`src/rtl/md5sh_pkg.sv`:
```
// Shared types, constants and step tables for the MD5 stream hash engine.
package md5sh_pkg;

  // Sequencer states, one-hot
  typedef enum logic [6:0] {
    ST_IDLE = 7'b0000001,
    ST_MARK = 7'b0000010,
    ST_ZERO = 7'b0000100,
    ST_LEN  = 7'b0001000,
    ST_COMP = 7'b0010000,
    ST_ADD  = 7'b0100000,
    ST_OUT  = 7'b1000000
  } state_t;

  localparam logic [31:0] INIT_A = 32'h67452301;
  localparam logic [31:0] INIT_B = 32'hEFCDAB89;
  localparam logic [31:0] INIT_C = 32'h98BADCFE;
  localparam logic [31:0] INIT_D = 32'h10325476;

  localparam logic [7:0] PAD_MARK_BYTE = 8'h80;
  localparam logic [6:0] LEN_FIELD_POS = 7'd56;
  localparam logic [6:0] BLOCK_END_POS = 7'd64;

  // Additive constant for each of the 64 steps
  function automatic logic [31:0] step_const(input logic [5:0] idx);
    logic [31:0] k;
    case (idx)
      6'd0:  k = 32'hD76AA478;  6'd1:  k = 32'hE8C7B756;
      6'd2:  k = 32'h242070DB;  6'd3:  k = 32'hC1BDCEEE;
      6'd4:  k = 32'hF57C0FAF;  6'd5:  k = 32'h4787C62A;
      6'd6:  k = 32'hA8304613;  6'd7:  k = 32'hFD469501;
      6'd8:  k = 32'h698098D8;  6'd9:  k = 32'h8B44F7AF;
      6'd10: k = 32'hFFFF5BB1;  6'd11: k = 32'h895CD7BE;
      6'd12: k = 32'h6B901122;  6'd13: k = 32'hFD987193;
      6'd14: k = 32'hA679438E;  6'd15: k = 32'h49B40821;
      6'd16: k = 32'hF61E2562;  6'd17: k = 32'hC040B340;
      6'd18: k = 32'h265E5A51;  6'd19: k = 32'hE9B6C7AA;
      6'd20: k = 32'hD62F105D;  6'd21: k = 32'h02441453;
      6'd22: k = 32'hD8A1E681;  6'd23: k = 32'hE7D3FBC8;
      6'd24: k = 32'h21E1CDE6;  6'd25: k = 32'hC33707D6;
      6'd26: k = 32'hF4D50D87;  6'd27: k = 32'h455A14ED;
      6'd28: k = 32'hA9E3E905;  6'd29: k = 32'hFCEFA3F8;
      6'd30: k = 32'h676F02D9;  6'd31: k = 32'h8D2A4C8A;
      6'd32: k = 32'hFFFA3942;  6'd33: k = 32'h8771F681;
      6'd34: k = 32'h6D9D6122;  6'd35: k = 32'hFDE5380C;
      6'd36: k = 32'hA4BEEA44;  6'd37: k = 32'h4BDECFA9;
      6'd38: k = 32'hF6BB4B60;  6'd39: k = 32'hBEBFBC70;
      6'd40: k = 32'h289B7EC6;  6'd41: k = 32'hEAA127FA;
      6'd42: k = 32'hD4EF3085;  6'd43: k = 32'h04881D05;
      6'd44: k = 32'hD9D4D039;  6'd45: k = 32'hE6DB99E5;
      6'd46: k = 32'h1FA27CF8;  6'd47: k = 32'hC4AC5665;
      6'd48: k = 32'hF4292244;  6'd49: k = 32'h432AFF97;
      6'd50: k = 32'hAB9423A7;  6'd51: k = 32'hFC93A039;
      6'd52: k = 32'h655B59C3;  6'd53: k = 32'h8F0CCC92;
      6'd54: k = 32'hFFEFF47D;  6'd55: k = 32'h85845DD1;
      6'd56: k = 32'h6FA87E4F;  6'd57: k = 32'hFE2CE6E0;
      6'd58: k = 32'hA3014314;  6'd59: k = 32'h4E0811A1;
      6'd60: k = 32'hF7537E82;  6'd61: k = 32'hBD3AF235;
      6'd62: k = 32'h2AD7D2BB;  6'd63: k = 32'hEB86D391;
      default: k = 32'h0;
    endcase
    return k;
  endfunction

  // Rotate amount, indexed by {round, step[1:0]}
  function automatic logic [4:0] rot_amount(input logic [3:0] idx);
    logic [4:0] s;
    case (idx)
      4'd0:  s = 5'd7;   4'd1:  s = 5'd12;  4'd2:  s = 5'd17;  4'd3:  s = 5'd22;
      4'd4:  s = 5'd5;   4'd5:  s = 5'd9;   4'd6:  s = 5'd14;  4'd7:  s = 5'd20;
      4'd8:  s = 5'd4;   4'd9:  s = 5'd11;  4'd10: s = 5'd16;  4'd11: s = 5'd23;
      4'd12: s = 5'd6;   4'd13: s = 5'd10;  4'd14: s = 5'd15;  4'd15: s = 5'd21;
      default: s = 5'd0;
    endcase
    return s;
  endfunction

  function automatic logic [31:0] rotl32(input logic [31:0] x, input logic [4:0] n);
    logic [63:0] wide;
    wide = {x, x} << n;
    return wide[63:32];
  endfunction

endpackage

```
`src/rtl/md5_stream_hash_top.sv`:
```
// MD5 stream hash engine: byte-wide input, four 32-bit digest words out.
//
// Input channel: in_valid / in_stall with in_data_byte, in_byte_present and
// in_end_of_message. Each item carries at most one message byte; the item
// that sets in_end_of_message closes the message (it may carry a byte too,
// or none, which is how an empty message is sent).
// Result channel: out_valid / out_stall. For each message four items are
// sent, words A, B, C, D in that order, with out_word_number 0..3 and
// out_final_word high on D. Each word holds its digest bytes little-endian.
// Throughput: the 64th byte of a block starts the compression, which runs one step
// per cycle through a single shared round datapath (64 steps, then a fold into
// the chaining words). in_stall stays high while the sequencer is busy, so no
// new item is taken until the block is done.
// From the end item to word A the sequencer places the 0x80 mark, writes the zero
// pad bytes, closes the fill, writes the 8-byte bit length and runs the compression;
// a mark past byte 55 pads and compresses a block first.
// Words are presented from registers and held while out_stall is high.
// Reset (rst_n low, synchronous) reloads the initial chaining words, clears
// the bit count and returns the sequencer to idle.
module md5_stream_hash_top (
  input  logic        clk,
  input  logic        rst_n,
  input  logic        in_valid,
  output logic        in_stall,
  input  logic [7:0]  in_data_byte,
  input  logic        in_byte_present,
  input  logic        in_end_of_message,
  output logic        out_valid,
  input  logic        out_stall,
  output logic [31:0] out_digest_word,
  output logic [1:0]  out_word_number,
  output logic        out_final_word
);

  md5sh_pkg::state_t state_r, state_nxt;

  // Block buffer: 16 little-endian words, written a byte at a time
  logic [31:0] blk_r [16];

  logic [31:0] h_r [4];
  logic [31:0] h_nxt [4];
  logic [63:0] len_r, len_nxt;
  logic [31:0] a_r, b_r, c_r, d_r;
  logic [31:0] a_nxt, b_nxt, c_nxt, d_nxt;
  logic [5:0]  step_r, step_nxt;
  logic [6:0]  bp_r, bp_nxt;       // padding byte position, 0..64
  logic [1:0]  wn_r, wn_nxt;
  logic        eom_r, eom_nxt;     // end item seen, padding still to do
  logic        pad_r, pad_nxt;     // mark placed, padding under way
  logic        lenblk_r, lenblk_nxt; // last block (with bit length) compressing

  // Byte write port into the block buffer
  logic        wr_en;
  logic [5:0]  wr_pos;
  logic [7:0]  wr_byte;

  logic        start_comp;

  // Round datapath
  logic [1:0]  rnd;
  logic [3:0]  i4;
  logic [3:0]  g;
  logic [31:0] f;
  logic [31:0] sum;
  logic [31:0] t;
  logic [5:0]  fill_pos;
  logic        in_acc;
  logic        out_acc;

  assign fill_pos = len_r[8:3];
  assign in_acc   = in_valid && !in_stall;
  assign out_acc  = out_valid && !out_stall;

  assign in_stall        = (state_r != md5sh_pkg::ST_IDLE);
  assign out_valid       = (state_r == md5sh_pkg::ST_OUT);
  assign out_digest_word = h_r[wn_r];
  assign out_word_number = wn_r;
  assign out_final_word  = (wn_r == 2'd3);

  // One MD5 step: round function, message word select, add, rotate
  always_comb begin
    rnd = step_r[5:4];
    i4  = step_r[3:0];
    case (rnd)
      2'd0: begin
        f = (b_r & c_r) | (~b_r & d_r);
        g = i4;
      end
      2'd1: begin
        f = (b_r & d_r) | (c_r & ~d_r);
        g = i4 * 4'd5 + 4'd1;
      end
      2'd2: begin
        f = b_r ^ c_r ^ d_r;
        g = i4 * 4'd3 + 4'd5;
      end
      default: begin
        f = c_r ^ (b_r | ~d_r);
        g = i4 * 4'd7;
      end
    endcase
    sum = a_r + f + blk_r[g] + md5sh_pkg::step_const(step_r);
    t   = md5sh_pkg::rotl32(sum, md5sh_pkg::rot_amount({rnd, step_r[1:0]})) + b_r;
  end

  always_comb begin
    state_nxt  = state_r;
    h_nxt      = h_r;
    len_nxt    = len_r;
    a_nxt      = a_r;
    b_nxt      = b_r;
    c_nxt      = c_r;
    d_nxt      = d_r;
    step_nxt   = step_r;
    bp_nxt     = bp_r;
    wn_nxt     = wn_r;
    eom_nxt    = eom_r;
    pad_nxt    = pad_r;
    lenblk_nxt = lenblk_r;
    wr_en      = 1'b0;
    wr_pos     = fill_pos;
    wr_byte    = in_data_byte;
    start_comp = 1'b0;

    case (state_r)
      md5sh_pkg::ST_IDLE: begin
        if (in_acc) begin
          eom_nxt = in_end_of_message;
          if (in_byte_present) begin
            wr_en   = 1'b1;
            len_nxt = len_r + 64'd8;
          end
          if (in_byte_present && (fill_pos == 6'd63)) begin
            start_comp = 1'b1;
          end else if (in_end_of_message) begin
            state_nxt = md5sh_pkg::ST_MARK;
          end
        end
      end

      md5sh_pkg::ST_MARK: begin
        // Place the 0x80 mark just after the last message byte
        wr_en   = 1'b1;
        wr_byte = md5sh_pkg::PAD_MARK_BYTE;
        bp_nxt  = {1'b0, fill_pos} + 7'd1;
        pad_nxt = 1'b1;
        state_nxt = md5sh_pkg::ST_ZERO;
      end

      md5sh_pkg::ST_ZERO: begin
        if (bp_r == md5sh_pkg::LEN_FIELD_POS) begin
          state_nxt = md5sh_pkg::ST_LEN;
        end else if (bp_r == md5sh_pkg::BLOCK_END_POS) begin
          // Mark fell past the length field: flush this block first
          start_comp = 1'b1;
        end else begin
          wr_en   = 1'b1;
          wr_pos  = bp_r[5:0];
          wr_byte = 8'h00;
          bp_nxt  = bp_r + 7'd1;
        end
      end

      md5sh_pkg::ST_LEN: begin
        wr_en   = 1'b1;
        wr_pos  = bp_r[5:0];
        wr_byte = len_r[8 * bp_r[2:0] +: 8];
        bp_nxt  = bp_r + 7'd1;
        if (bp_r[5:0] == 6'd63) begin
          lenblk_nxt = 1'b1;
          start_comp = 1'b1;
        end
      end

      md5sh_pkg::ST_COMP: begin
        a_nxt    = d_r;
        b_nxt    = t;
        c_nxt    = b_r;
        d_nxt    = c_r;
        step_nxt = step_r + 6'd1;
        if (step_r == 6'd63) begin
          state_nxt = md5sh_pkg::ST_ADD;
        end
      end

      md5sh_pkg::ST_ADD: begin
        h_nxt[0] = h_r[0] + a_r;
        h_nxt[1] = h_r[1] + b_r;
        h_nxt[2] = h_r[2] + c_r;
        h_nxt[3] = h_r[3] + d_r;
        if (lenblk_r) begin
          wn_nxt    = 2'd0;
          state_nxt = md5sh_pkg::ST_OUT;
        end else if (pad_r) begin
          bp_nxt    = 7'd0;
          state_nxt = md5sh_pkg::ST_ZERO;
        end else if (eom_r) begin
          state_nxt = md5sh_pkg::ST_MARK;
        end else begin
          state_nxt = md5sh_pkg::ST_IDLE;
        end
      end

      md5sh_pkg::ST_OUT: begin
        if (out_acc) begin
          wn_nxt = wn_r + 2'd1;
          if (wn_r == 2'd3) begin
            // Re-initialise for the next message
            h_nxt[0]   = md5sh_pkg::INIT_A;
            h_nxt[1]   = md5sh_pkg::INIT_B;
            h_nxt[2]   = md5sh_pkg::INIT_C;
            h_nxt[3]   = md5sh_pkg::INIT_D;
            len_nxt    = 64'd0;
            eom_nxt    = 1'b0;
            pad_nxt    = 1'b0;
            lenblk_nxt = 1'b0;
            state_nxt  = md5sh_pkg::ST_IDLE;
          end
        end
      end

      default: begin
        state_nxt = md5sh_pkg::ST_IDLE;
      end
    endcase

    if (start_comp) begin
      a_nxt     = h_r[0];
      b_nxt     = h_r[1];
      c_nxt     = h_r[2];
      d_nxt     = h_r[3];
      step_nxt  = 6'd0;
      state_nxt = md5sh_pkg::ST_COMP;
    end
  end

  always_ff @(posedge clk) begin
    if (!rst_n) begin
      state_r  <= md5sh_pkg::ST_IDLE;
      h_r[0]   <= md5sh_pkg::INIT_A;
      h_r[1]   <= md5sh_pkg::INIT_B;
      h_r[2]   <= md5sh_pkg::INIT_C;
      h_r[3]   <= md5sh_pkg::INIT_D;
      len_r    <= 64'd0;
      step_r   <= 6'd0;
      bp_r     <= 7'd0;
      wn_r     <= 2'd0;
      eom_r    <= 1'b0;
      pad_r    <= 1'b0;
      lenblk_r <= 1'b0;
    end else begin
      state_r  <= state_nxt;
      h_r      <= h_nxt;
      len_r    <= len_nxt;
      step_r   <= step_nxt;
      bp_r     <= bp_nxt;
      wn_r     <= wn_nxt;
      eom_r    <= eom_nxt;
      pad_r    <= pad_nxt;
      lenblk_r <= lenblk_nxt;
    end
  end

  // Working words and block buffer carry no reset
  always_ff @(posedge clk) begin
    a_r <= a_nxt;
    b_r <= b_nxt;
    c_r <= c_nxt;
    d_r <= d_nxt;
    if (wr_en) begin
      blk_r[wr_pos[5:2]][8 * wr_pos[1:0] +: 8] <= wr_byte;
    end
  end

endmodule

```
`config.mk`:
```
export PLATFORM = sky130hd
export DESIGN_NAME = md5_stream_hash_top
export DESIGN_NICKNAME = d
export VERILOG_FILES = /design/src/rtl/md5sh_pkg.sv /design/src/rtl/md5_stream_hash_top.sv
export SDC_FILE = /design/constraint.sdc
export NUM_CORES = 2
export LEC_CHECK = 0
export ABC_AREA = 0
export BUFFER_PORTS_ARGS = -buffer_cell sky130_fd_sc_hd__buf_2
export CORE_MARGIN = 2
export CORE_UTILIZATION = 35
export CTS_CLUSTER_DIAMETER = 50
export DETAILED_ROUTE_END_ITERATION = 10
export GPL_TIMING_DRIVEN = 0
export MAX_ROUTING_LAYER = met4
export PLACE_DENSITY_LB_ADDON = 0.1
export RECOVER_POWER = 50
export SYNTH_ARGS = -nofsm -noshare
export SYNTH_HDL_FRONTEND = slang
export SYNTH_SLANG_ARGS = --single-unit
```
`constraint.sdc`:
```
create_clock -name clk -period 31.4 [get_ports clk]
set_clock_uncertainty 0.15 [all_clocks]
set_input_delay 9.42 -clock clk [delete_from_list [all_inputs] [get_ports clk]]
set_output_delay 9.42 -clock clk [all_outputs]
set_load 0.01 [all_outputs]
```
# [Word-level counts from Yosys, hierarchy flattened]
# Memories as Yosys holds them, arrays and structs flattened. A register that Yosys moved wholly into a read port is not among the register bits.
# Index checks and enable logic that the tools add are counted.
[totals] reg_bits=345 mem_bits_rw=512 rom_bits=2128 inputBits=14 out_inout_bits=37 wordCells=191 mem_count=3
[memory_table] name="(name not given)" depth=64 word_bits=32 rd=1 rd_clocked_by_memory_dff=1 wr=0 line_no="md5sh_pkg.sv:27" text="case (idx)"
[memory_table] name="blk_r" depth=16 word_bits=32 rd=1 rd_clocked_by_memory_dff=0 wr=1 line_no="md5_stream_hash_top.sv:38" text="logic [31:0] blk_r [16];"
[memory_table] name="(name not given)" depth=16 word_bits=5 rd=1 rd_clocked_by_memory_dff=1 wr=0 line_no="md5sh_pkg.sv:68" text="case (idx)"
[classes] n_addsub=16 n_mul=3 magnitude_cmp=1 n_eq_ne=38 shift=4 mux=71 bitwise_logic=15 reduce_logical=23
[ops] cell="$mux 32" count=11
[ops] cell="$add 32x32->32" count=8
[ops] cell="$mux 128" count=2
[ops] cell="$mux 64" count=4
[ops] cell="$pmux 128 s2" count=1
[ops] cell="$and 32x32->32" count=4
[ops] cell="$pmux 64 s2" count=1
[ops] cell="$or 32x32->32" count=3
[ops] cell="$pmux 32 s3" count=1
[ops] cell="$xor 32x32->32" count=3
[ops] cell="$mux 7" count=12
[ops] cell="$add 64x4->64 const B" count=1
[ops] cell="$bmux 32 s2" count=1
[ops] cell="$not 32->32" count=2
[ops] cell="$shiftx 64x7->8" count=1
[ops] cell="$shl 64x5->64" count=1
[ops] cell="$pmux 7 s7" count=1
[ops] cell="$neg 5->34" count=1
[ops] cell="$shift 8x34->32 const A" count=1
[ops] cell="$shiftx 8x34->32" count=1
[ops] cell="$pmux 7 s4" count=1
[ops] cell="$ne 2x2->1 const B" count=13
[ops] cell="$mux 6" count=4
[ops] cell="$pmux 8 s3" count=1
[ops] cell="other kinds (46)" count=92

# [Logic depth before layout (Yosys ltp)]
[depth] word_depth=11 mapped_depth=47 depth_no_buf=45

# [Least setup slack after synthesis]
# OpenSTA, ideal clock, no wires.
[synth_timing] path_kind="in2reg" from="input in_byte_present" to="register a_r[0], enable pin" t_arrival_ps=12845 required_time_ps=30741 setup_slack_ps=17896 path_stages=4 path_buffers=0 path_cell_list="nand3_1 > nor4_1 > or3_1 > nand2b_1"
[synth_between] elab_chain_cells=5
[synth_lines] item="start: declaration" line_no="md5_stream_hash_top.sv:26" text="input logic in_byte_present,"
[synth_lines] item="$logic_and 1x1->1" line_no="md5_stream_hash_top.sv:133" text="if (in_byte_present && (fill_pos == 6'd63)) begin"
[synth_lines] item="$mux 1" line_no="md5_stream_hash_top.sv:133"
[synth_lines] item="$mux 1" line_no="md5_stream_hash_top.sv:127" text="if (in_acc) begin"
[synth_lines] item="$pmux 1 s3" line_no="md5_stream_hash_top.sv:125" text="case (state_r)"
[synth_lines] item="$reduce_bool 2->1 (no source line)"
[synth_lines] item="end signal: assignment" line_no="md5_stream_hash_top.sv:266" text="a_r <= a_nxt;"
[synth_lines] item="end: declaration" line_no="md5_stream_hash_top.sv:43" text="logic [31:0] a_r, b_r, c_r, d_r;"
# Every way passes these cells.
# A chain may end at the register's enable or synchronous reset.

# [Final worst setup path]
[layout_timing] from="input in_valid" to="register d_r[30], enable pin"
[layout_between] elab_chain_cells=4
[layout_lines] item="start: declaration" line_no="md5_stream_hash_top.sv:23" text="input logic in_valid,"
[layout_lines] item="$logic_and 1x1->1" line_no="md5_stream_hash_top.sv:71" text="assign in_acc = in_valid && !in_stall;"
[layout_lines] item="$mux 1" line_no="md5_stream_hash_top.sv:127"
[layout_lines] item="$pmux 1 s3" line_no="md5_stream_hash_top.sv:125"
[layout_lines] item="$reduce_bool 2->1 (no source line)"
[layout_lines] item="end signal: assignment" line_no="md5_stream_hash_top.sv:269" text="d_r <= d_nxt;"
[layout_lines] item="end: declaration" line_no="md5_stream_hash_top.sv:43"
# Every way passes these cells.

==> impl_table.tex <==
\begin{tabular}{lr}
\hline
Metric & Value \\
\hline
\multicolumn{2}{l}{\textbf{Synth}} \\
Yosys warning total & 0 \\
Simple-gate share of the synthesized area & 0.1464 \\
Netlist Area Pre-Place & roughly 54000 µm² \\
Count of unique library cells instantiated by Yosys & 89 \\
Largest family of logic cells by synthesized area & compound AO/OA/AOI/OAI gates \\
Seq/Total Area, Yosys & 0.4476 \\
Fraction of synthesized cell area in xor and xnor cells & 0.04059 \\
Number of storage elements in the synthesis netlist & 891 \\
Largest cells by area after synthesis & sky130\_fd\_sc\_hd\_\_edfxtp\_1, sky130\_fd\_sc\_hd\_\_dfxtp\_1, sky130\_fd\_sc\_hd\_\_mux4\_2 \\
Async set-or-reset flop fraction in the synthesized netlist & 0 \\
Portion of synthesized cell area occupied by the leading cell type & 0.3548 \\
Adder-cell area share of the yosys netlist & 0.07651 \\
Complex-gate fraction of the synthesized area & 0.1492 \\
Biggest area consumer among synthesized cells & sky130\_fd\_sc\_hd\_\_edfxtp\_1 \\
Number of instances in the synthesized netlist & about 5400 \\
Prevailing post-synth register cell & sky130\_fd\_sc\_hd\_\_edfxtp\_1 \\
Count of flip-flops with a built-in enable after synthesis & 640 \\
Post-Synthesis Net Count & 5671 \\
Synthesized area per cell & 10.09 µm² \\
Proportion of synthesized area in mux cells & 0.1021 \\
\multicolumn{2}{l}{\textbf{Clock network}} \\
Clk slew on worst S/H paths & $\sim$0.060 ns \\
Clock network latency to the later pin of the worst-skew pair & about 0.80 ns \\
Setup fix buffers added after clock tree synthesis & 0 \\
Clk root buf & sky130\_fd\_sc\_hd\_\_clkbuf\_16 \\
Clock tree from TritonCTS & built \\
Cells resized by post-CTS repair & 0 \\
H-tree depth & 4 \\
Clk sink count & slightly below 900 \\
CTS buffer count & 138 \\
Cts hold-fix bufs & 0 \\
Clock buffer depth & 3 \\
\multicolumn{2}{l}{\textbf{Drt}} \\
DR DRC count & 0 \\
Average wire length per cell after detail routing & 29.44 µm \\
Antenna Nets Post-Route & 0 \\
Aggregate routed wire length & 227200 µm \\
Via-per-instance ratio & 5.726 \\
Initial detailed-routing violation count & 3911 \\
DRT Pass-1 Iters & 6 \\
Vias & 44190 \\
\multicolumn{2}{l}{\textbf{Cells and area}} \\
End-of-flow core utilization & 0.4002 \\
\# fillers & between 15000 and 20000 \\
Most frequent cells in the layout & sky130\_fd\_sc\_hd\_\_nand2\_1, sky130\_fd\_sc\_hd\_\_edfxtp\_1, sky130\_fd\_sc\_hd\_\_nor2\_1, sky130\_fd\_sc\_hd\_\_a21oi\_1, sky130\_fd\_sc\_hd\_\_o21ai\_0 \\
Final Non-Filler Cells & 7717 \\
Fraction of final layout cells with drive strength greater than 1 & 0.09051 \\
Net total in the final layout & 5864 \\
Commonest non-fill, non-tap cell in the layout & sky130\_fd\_sc\_hd\_\_nand2\_1 \\
Layout area overhead & 13.68\% \\
\multicolumn{2}{l}{\textbf{Setup path}} \\
Worst-path maximum fanout & 55 \\
Crit path capture type & register \\
Worst setup SP type & primary input \\
Setup slack of the most critical reg-to-reg path & 15.46 ns \\
Worst reg-to-reg path cell count & 44 \\
Worst r2r src & step\_r[0] \\
Data arrival, critical path & $\sim$17 ns \\
Category of the critical setup timing path & in -> reg \\
First element of the critical path & in\_valid \\
R2R Path End & b\_r[31] \\
Worst endpoint required time & 31.53 ns \\
Capture point of the worst path & d\_r[30] \\
\multicolumn{2}{l}{\textbf{Placed design}} \\
Placement Setup Slack & between 15 and 20 ns \\
Count of buffers inserted at the top-level ports & 50 \\
Instance count after placement with tap cells included & 7465 \\
Sum of net half-perimeters after detailed placement & between 150000 and 200000 µm \\
Routability congestion estimate from global placement & 1.010 \\
\multicolumn{2}{l}{\textbf{Run}} \\
MaxCap Viol Count & 4 \\
\multicolumn{2}{l}{\textbf{Floorplan}} \\
Core Region & 153900 µm² \\
Io pins & 51 \\
DIE AREA & 157900 µm² \\
Width of the die & 397.4 µm \\
Chip Height & 397.4 µm \\
Standard-cell row count & between 100 and 150 \\
Effective utilization at floorplan & 0.3520 \\
\multicolumn{2}{l}{\textbf{STA}} \\
Pin slew with the least headroom to its limit & 3.581 ns \\
Final setup violation count & 0 \\
Setup slack of the critical path after layout & approximately 15 ns \\
Maximum operating frequency & $\sim$60 MHz \\
Unrepaired setup endpoints after global routing & no \\
Worst slew margin & -1.387 \\
Final worst-path cycle share & 0.5227 \\
Final critical delay including setup and external delays & between 15 and 20 ns \\
Setup Total Neg Slack & 0 ns \\
Final number of hold-violating endpoints & 0 \\
Max-slew violation count & 133 \\
\multicolumn{2}{l}{\textbf{Run status}} \\
Result of the run & finished, violations left \\
Failing checks & capacitance limit, slew limit \\
\multicolumn{2}{l}{\textbf{Global routing}} \\
Via count of the first global-routing pass & 43540 \\
First-pass GRT wire length & 321600 µm \\
Number of antenna violations at the first check in global routing & 4 \\
GRT overflow & 0 \\
Total Routing Usage GR & 0.2936 \\
Pin count of the biggest net entering global routing & 56 \\
\multicolumn{2}{l}{\textbf{Pwr}} \\
Leak Pwr & 22.54 nW \\
P per Cell Area & a little over 50 nW/µm² \\
Worst-case vdd ir drop & 0.00005149 V \\
\multicolumn{2}{l}{\textbf{Hold path}} \\
Hold WC Path Type & reg -> reg \\
\hline
\end{tabular}
## final cells by class
cell class | instances | area [µm²] | area share
Antenna cell | 5 | 12.51 | 0.0002032
Buffer | 291 | 1134 | 0.01841
Clock buffer | 163 | 3617 | 0.05874
Clock inverter | 84 | 962.2 | 0.01563
Inverter | 241 | 904.6 | 0.01469
Multi-Input combinational cell | 3945 | 27890 | 0.4530
Sequential cell | 891 | 24240 | 0.3937
Tap cell | 2044 | 2557 | 0.04153
Timing Repair Buffer | 53 | 251.5 | 0.004084
## per-stage QoR
step	instance area (µm²)	power, mW	hold slack [ns]
3_3_place_gp	56970	1.643	0.3257
2_1_floorplan	54170	1.517	0.2944
3_5_place_dp	57050	1.645	0.3335
5_1_grt	61570	3.255	0.3694
6_report	61580	3.150	0.3407
4_1_cts	61630	3.176	0.3439
## cell families (layout without fill, tap and decap cells)
| group | Yosys count | after routing |
|---|---|---|
| AND/OR/NAND/NOR | 1765 | 1765 |
| AO/OA/AOI/OAI | 1322 | 1322 |
| flip-flops | 891 | 891 |
| buffers and inverters | 532 | 832 |
| multiplexers | 321 | 321 |
| adder cells (fa/ha/maj) | 290 | 290 |
| XOR/XNOR | 247 | 247 |
| other | 0 | 5 |
## flip-flops by register name, summed over array words and instances (netlist names), 6 cells and up, named ones only
name	flops
state_r	7
h_r	128
b_r	32
step_r	6
bp_r	7
blk_r	512
c_r	32
len_r	61
a_r	32
d_r	32
## worst min path at each step
stage,start,end,slack [ns],cells past startpoint
after floorplan,eom_r,eom_r,0.29,2
after global placement,pad_r,pad_r,0.33,2
after detailed placement,pad_r,pad_r,0.33,2
after CTS,pad_r,pad_r,0.34,2
after global routing,pad_r,pad_r,0.37,2
final,eom_r,eom_r,0.34,2
## layer usage
layer / routed length (µm) / part of all wire / vias up / GRT usage
li1: - / - / 20080 / -
met1: 94920 / 0.42 / 22100 / 0.3619
met2: 108500 / 0.48 / 1534 / 0.4756
met3: 11850 / 0.052 / 465 / 0.04153
met4: 11990 / 0.053 / 0 / 0.1383
met5: 0 / 0 / - / -
## report_power, final
| group | leakage (nW) | switching, mW | internal, mW | total [mW] |
|---|---|---|---|---|
| Clock | 2.20 | 0.626 | 0.902 | 1.53 |
| Sequential | 7.87 | 0.00313 | 1.28 | 1.28 |
| Combinational | 12.5 | 0.232 | 0.109 | 0.341 |
| Total | 22.5 | 0.861 | 2.29 | 3.15 |
## synth_stat cells, drive strengths merged, types with 41 or more instances
library cell  instances
mux4                183
xnor2               118
a31oi                69
nand2               758
edfxtp              640
xor2                127
a21o                 78
dfxtp               251
mux2i               117
o22ai                41
nor3                124
clkbuf              218
o21ai               334
ha                  220
nand3                97
inv                 240
a211oi               75
buf                  73
a21oi               424
nor2b                83
nor2                433
fa                   69
and2                 41
## critical path: stages
cell and delay, ns:
sky130_fd_sc_hd__clkbuf_1 0.32, sky130_fd_sc_hd__nand3_1 0.16, sky130_fd_sc_hd__nor4_1 0.21, sky130_fd_sc_hd__or3_1 0.18, sky130_fd_sc_hd__nand2b_1 1.30, sky130_fd_sc_hd__clkbuf_1 2.19
sky130_fd_sc_hd__clkbuf_1 2.64
(Power assumes the default switching activity.)
